[config.mk]
export PLATFORM = sky130hd
export DESIGN_NAME = lfu_cmp
export DESIGN_NICKNAME = d
export VERILOG_FILES = /design/src/design/lfu_pkg.sv /design/src/design/lfu_cmp.sv
export SDC_FILE = /design/constraint.sdc
export NUM_CORES = 1
export LEC_CHECK = 0
export BUFFER_PORTS_ARGS = -buffer_cell sky130_fd_sc_hd__buf_4
export CAP_MARGIN = 40
export CORE_UTILIZATION = 25
export DETAILED_ROUTE_END_ITERATION = 10
export SYNTH_ARGS = -nofsm -noshare
export SYNTH_HDL_FRONTEND = slang
export SYNTH_SLANG_ARGS = --single-unit
[constraint.sdc]
create_clock -name vclk -period 3.35
set_clock_uncertainty 0.1 [all_clocks]
set_input_delay 0.1675 -clock vclk [all_inputs]
set_output_delay 0.1675 -clock vclk [all_outputs]
set_load 0.02 [all_outputs]
[src/design/lfu_pkg.sv]
// Shared types and constants of the LFU page replacement block.
package lfu_pkg;

   localparam int unsigned PAGE_W  = 32;
   localparam int unsigned USES_W  = 32;
   localparam int unsigned STAMP_W = 32;
   localparam int unsigned CFG_W   = 10;
   localparam logic [CFG_W-1:0] CFG_RESET = CFG_W'(512);

   typedef struct packed {
      logic [PAGE_W-1:0]  page;
      logic [USES_W-1:0]  uses;
      logic [STAMP_W-1:0] stamp;
   } lfu_entry_type;

   typedef struct packed {
      logic match;   // entry holds the requested page
      logic better;  // entry goes before the current victim candidate
   } lfu_cmp_result_type;

   typedef enum logic [1:0] {
      ST_IDLE,
      ST_SCAN,
      ST_DRAIN,
      ST_DECIDE
   } lfu_state_type;

endpackage

[src/design/lfu_cmp.sv]
// Shared compare unit: page match and LFU/LRU victim ordering for one entry.
module lfu_cmp
   import lfu_pkg::*;
(
   input  lfu_entry_type       entry,
   input  logic [PAGE_W-1:0]   req_page,
   input  logic                best_valid,
   input  logic [USES_W-1:0]   best_uses,
   input  logic [STAMP_W-1:0]  best_stamp,
   output lfu_cmp_result_type  result
);

   always_comb begin
      result.match  = (entry.page == req_page);
      // strict order keeps the lowest slot on a full tie
      result.better = !best_valid
                      || (entry.uses < best_uses)
                      || ((entry.uses == best_uses) && (entry.stamp < best_stamp));
   end

endmodule

# Word level (Yosys, flattened, before mapping)
# Index checks and enable logic that the tools add are counted.
[totals]
regBits = 0
latchBits = 0
mem_bits_rw = 0
mem_bits_ro = 0
elab_cells = 8
n_memories = 0
[classes]
addsub = 0
multipliers = 0
div = 0
magnitude_cmp = 2
n_eq_ne = 2
shift = 0
muxes = 0
bitwise_logic = 0
reduce_logical = 4
[ops]
columns = ["cell", "n"]
rows = [
  ["equality test 32 bit", 2],
  ["< comparator 32 bit", 2],
  ["logical OR 1 bit", 2],
  ["logical AND 1 bit", 1],
  ["logical NOT 1 bit", 1],
]

# Longest topological paths before layout
# Gate-level depths: netlist of the first run.
[logic_depth]
depth_word = 3
depth_mapped = 8
mapped_depth_nobuf = 8

# Least setup slack after synthesis of the first run
# OpenSTA, ideal clock, no wires.
[synth_path]
kind = "input to output"
from = "input best_stamp[2]"
to = "output result[0] (netlist bit)"
t_arrival_ps = 1614
required_ps = 3082
setup_slack_ps = 1468
cell_stages = 7
path_cell_list = "inv_1 -> ha_1 -> a211oi_1 -> a2111oi_1 -> o211ai_1 -> a21oi_1 -> o31ai_1"
[synth_rtl]
columns = ["element", "line", "source"]
rows = [
  ["start: declaration", "lfu_cmp.sv:9", "input logic [STAMP_W-1:0] best_stamp,"],
  ["end: declaration", "lfu_cmp.sv:10", "output lfu_cmp_result_type result"],
]

==> results.cfg, run 1 <==
[yosys]
synth.distinct_cells = 26
syn_nets = 524
synth_warnings = 0
synth_area_leaders = ha_1, xor2_1, inv_1
synthesis.area_sq_um = 1920
synth_largest_area_cell = ha_1
synth.top_cell.area_share_pct = 41.0
synthCells = 268
avgSynthCellArea_sq_um = 7.18
synth_seq_area_share_pct = 0

[layout]
seq_area_sq_um = 0
seq_cells = 0
fill_cells = 744
antenna_cells = 0
layout.nets = 721
drive_gt1_share_pct = 42.8
stdcell_area_sq_um = 3510
multi_input_area_sq_um = 1680
final.clkbuf_count = 0
syn_to_final_growth_pct = 82.5

[drt]
first_pass_iters = 4
finalWirelength_mm = 6.39
num_vias = 2464
routed_via_density = 4.38
drt_iter0_markers = 44
drc = 0
avgRoutedWirePerCell_um = 11.4
ant_nets = 0

[worst_setup_path]
worstSetupStartpointType = primary input
worstSetupPathType = in2out
cp_max_fo = 2
crit_end = result[0]
cp.required_ps = 3080
end_kind = output pin
cp_data_arrival_time_ps = 1690
setup.worst_path.start = entry[37]

[timing]
hold_viol_final = 0
period_share_pct = 58.4
post-route-min-period_ps = 1960
max_freq_mhz = 511
finalSetupTns_ps = 0
setup_viol = 0
worstMarginPinSlew_ps = 398
slew_viol_final = 0
rsz0062_at_grt = no
hold-worst-slack_ps = 644
relSlewSlack_pct = 73.2

[run]
drv_cap = 0

[floorplan]
dieArea_sq_um = 8050
num_io_pins = 195
coreArea_sq_um = 7330
die_w_um = 89.7
start_util_pct = 26.3
rows = 31
die_h_um = 89.7

[power_and_ir_drop]
power.static_leakage_nw = 2.07
ir_worst_vdd_mv = 0.0406
powerDensity_nw_per_um2 = 106

[run_status]
status = finished, final reports clean

[global_routing]
grt.overflow.total = 0
grt_usage_pct = 15.4
grt_start_max_net_pins = 4
grt_pass1_vias = 2507
grt_pass1_wl_mm = 10.6
antenna_found_initial = 0

[clock_tree]
cts_setup_buffers = 0
cts-resized-gates = 0
ctsHoldBuffers = 0

[worst_hold_path]
min_path_type = in2out

[place]
place.gp.congestion = 0.766
dp_hpwl_mm = 6.16
portBuffers = 195
dpl_cell_area_sq_um = 3510
-- cells in the mapped netlist --
cell type / instances
a21o_1: 2
xor2_1: 32
o21bai_1: 1
o221a_1: 1
nand4b_1: 1
a2111oi_1: 1
nor2_1: 6
nor3_2: 1
o2bb2ai_1: 1
o21ai_0: 9
o211ai_1: 2
nand4_2: 1
nand2_1: 16
nor2b_1: 1
or4_1: 1
nor4_2: 1
inv_1: 66
o31ai_1: 2
nor3_1: 1
a21oi_1: 29
nand3_1: 5
a221oi_1: 2
nand4_1: 12
nor4_1: 8
a211oi_1: 3
ha_1: 63
-- cells by family after synthesis --
group                    count (synthesis)  synth area share [%]
XOR/XNOR                                32                  14.6
AO/OA/AOI/OAI                           53                  16.3
adder cells (fa/ha/maj)                 63                  41.0
buffers and inverters                   66                  12.9
AND/OR/NAND/NOR                         54                  15.3
-- layout make-up --
type / instances / share of cell area, %
well taps: 99 / 3.53
repair buffers: 195 / 41.7
multi-input cells: 202 / 47.7
inverters: 66 / 7.05
-- worst min path at each step --
stage / from / end / slack (ps) / depth (start not counted)
finish: best_valid / result[0] / 640 / 4
global route: best_valid / result[0] / 680 / 4
CTS: best_valid / result[0] / 660 / 4
floorplan: best_valid / result[0] / 480 / 2
detailed placement: best_valid / result[0] / 650 / 4
global placement: best_valid / result[0] / 640 / 4
-- where the power goes --
| group | leakage [nW] | total [mW] | switching [mW] | internal [mW] |
|---|---|---|---|---|
| clock | 0 | 0 | 0 | 0 |
| sequential | 0 | 0 | 0 | 0 |
| combinational | 2.07 | 0.373 | 0.141 | 0.232 |
| total | 2.07 | 0.373 | 0.141 | 0.232 |
-- metrics by stage --
stage	total power, mW	utilization (%)	cells	setup WS [ps]
3_5_place_dp	0.377	47.9	562	1370
6_report	0.373	47.9	562	1390
4_1_cts	0.379	47.9	562	1350
5_1_grt	0.425	47.9	562	1130
2_1_floorplan	0.157	-	268	1470
3_3_place_gp	0.368	47.9	562	1370
-- worst max-delay path: stages --
cell       delay, ps
buf_4            110
ha_1             320
a21oi_1          170
o221a_1          200
o31ai_1           70
a211oi_1         280
o2bb2ai_1        110
o31ai_1           70
buf_4            190
-- layer usage --
layer,up-vias,part of all wire (%),global-route usage [%]
li1,1318,-,-
met1,1051,40,18.1
met2,91,53,30.4
met3,4,6.1,1.95
met4,0,0.83,1.09
met5,-,0,0
-- cell usage in the layout, fill, tap and decap left out, types with 2 or more instances in the layout --
master and instances:
a21oi_1 29, buf_4 195, ha_1 63, o211ai_1 2
a211oi_1 3, inv_1 66, nand2_1 16, a21o_1 2
nor2_1 6, a221oi_1 2, nand4_1 12, nand3_1 5
xor2_1 32, o31ai_1 2, o21ai_0 9, nor4_1 8
No activity file was read; power rests on OpenSTA's default activity.
==> run 2, diff against run 1 <==
==> constraint.sdc (replaced) <==
create_clock -name vclk -period 1.7
set_clock_uncertainty 0.1 [all_clocks]
set_input_delay 0.085 -clock vclk [all_inputs]
set_output_delay 0.085 -clock vclk [all_outputs]
set_load 0.02 [all_outputs]
==> results.cfg, run 2 (synthesis gave the netlist of run 1 again) <==
[floorplan]
start_util_pct = 26.3
dieArea_sq_um = 8050
die_w_um = 89.7
die_h_um = 89.7
rows = 31
num_io_pins = 195
coreArea_sq_um = 7330

[timing]
finalSetupTns_ps = -25.7
setup_viol = 1
rsz0062_at_grt = yes
relSlewSlack_pct = 73.6
hold_viol_final = 0
worstMarginPinSlew_ps = 393
post-route-min-period_ps = 1730
max_freq_mhz = 579
finalWorstSetupSlack_ps = -25.7
slew_viol_final = 0
period_share_pct = 102

[layout]
final_cell_mix = buf_4, inv_1, ha_1, xor2_1, a21oi_1
layout.nets = 728
drive_gt1_share_pct = 49.8
syn_to_final_growth_pct = 97.0
final.clkbuf_count = 0
antenna_cells = 0
layout_commonest_cell = buf_4
seq_area_sq_um = 0
final_core_util_pct = 51.7
fill_cells = 730
seq_cells = 0

[worst_setup_path]
cp_max_fo = 2
cp_data_arrival_time_ps = 1540
cp.required_ps = 1510
end_kind = output pin
worstSetupStartpointType = primary input
worstSetupPathType = in2out

[drt]
finalWirelength_mm = 6.59
num_vias = 2481
routed_via_density = 4.36
first_pass_iters = 4
drc = 0
ant_nets = 0
avgRoutedWirePerCell_um = 11.6
drt_iter0_markers = 13

[global_routing]
grt_pass1_vias = 2470
antenna_found_initial = 0
grt.overflow.total = 0
grt_start_max_net_pins = 4
grt_usage_pct = 15.5
grt_pass1_wl_mm = 10.7

[place]
dp_hpwl_mm = 6.18
dp_slack_ps = -139
place.gp.congestion = 0.826
portBuffers = 195

[power_and_ir_drop]
powerDensity_nw_per_um2 = 218
power.static_leakage_nw = 2.12
ir_worst_vdd_mv = 0.0957
power.total_mw = 0.826

[run_status]
status = finished with violations
violations = setup timing

[worst_hold_path]
min_path_type = in2out

[run]
drv_cap = 0
[run 2: path summary, 6_finish.rpt]
check        end  depth (start not counted)           from
max    result[0]                          9  best_stamp[2]
min    result[0]                          4     best_valid
[run 2: per-layer routing]
| layer | part of all wire (%) | global-route usage [%] |
|---|---|---|
| met5 | 0 | 0 |
| met3 | 5.1 | 1.27 |
| met1 | 43 | 20.2 |
| met2 | 51 | 28.7 |
| met4 | 0.70 | 0.956 |
[run 2: where the power goes]
part / switching (mW) / internal (mW) / leakage (nW)
Clock: 0 / 0 / 0
Sequential: 0 / 0 / 0
Combinational: 0.317 / 0.509 / 2.12
[run 2: through the flow]
step / hold slack (ps) / cell area [sq um] / cells
final: 481 / 3790 / 569
after global routing: 497 / 3790 / 569
after CTS: 511 / 3730 / 569
after detailed placement: 504 / 3570 / 569
after global placement: 504 / 3570 / 569
after floorplan: 280 / 1930 / 268
[run 2: cell type report]
class              count  area (sq um)  area share (%)
well taps             99           124            3.27
multi-input cells    202          1900            50.2
inverters             66           248            6.53
repair buffers       202          1520            40.0
[run 2: critical path: stages]
cell and delay, ps:
buf_4 110, inv_1 80, ha_4 210, a211oi_2 220, a2111oi_2 100, o211ai_1 260, a21oi_4 90, o31ai_2 210
buf_4 180
[run 2: timing repair]
item,CTS,global route
hold buffers,0,0
setup endpoints to repair,1,1
pin swaps,10,6
setup buffers,0,0
resized for setup,19,13
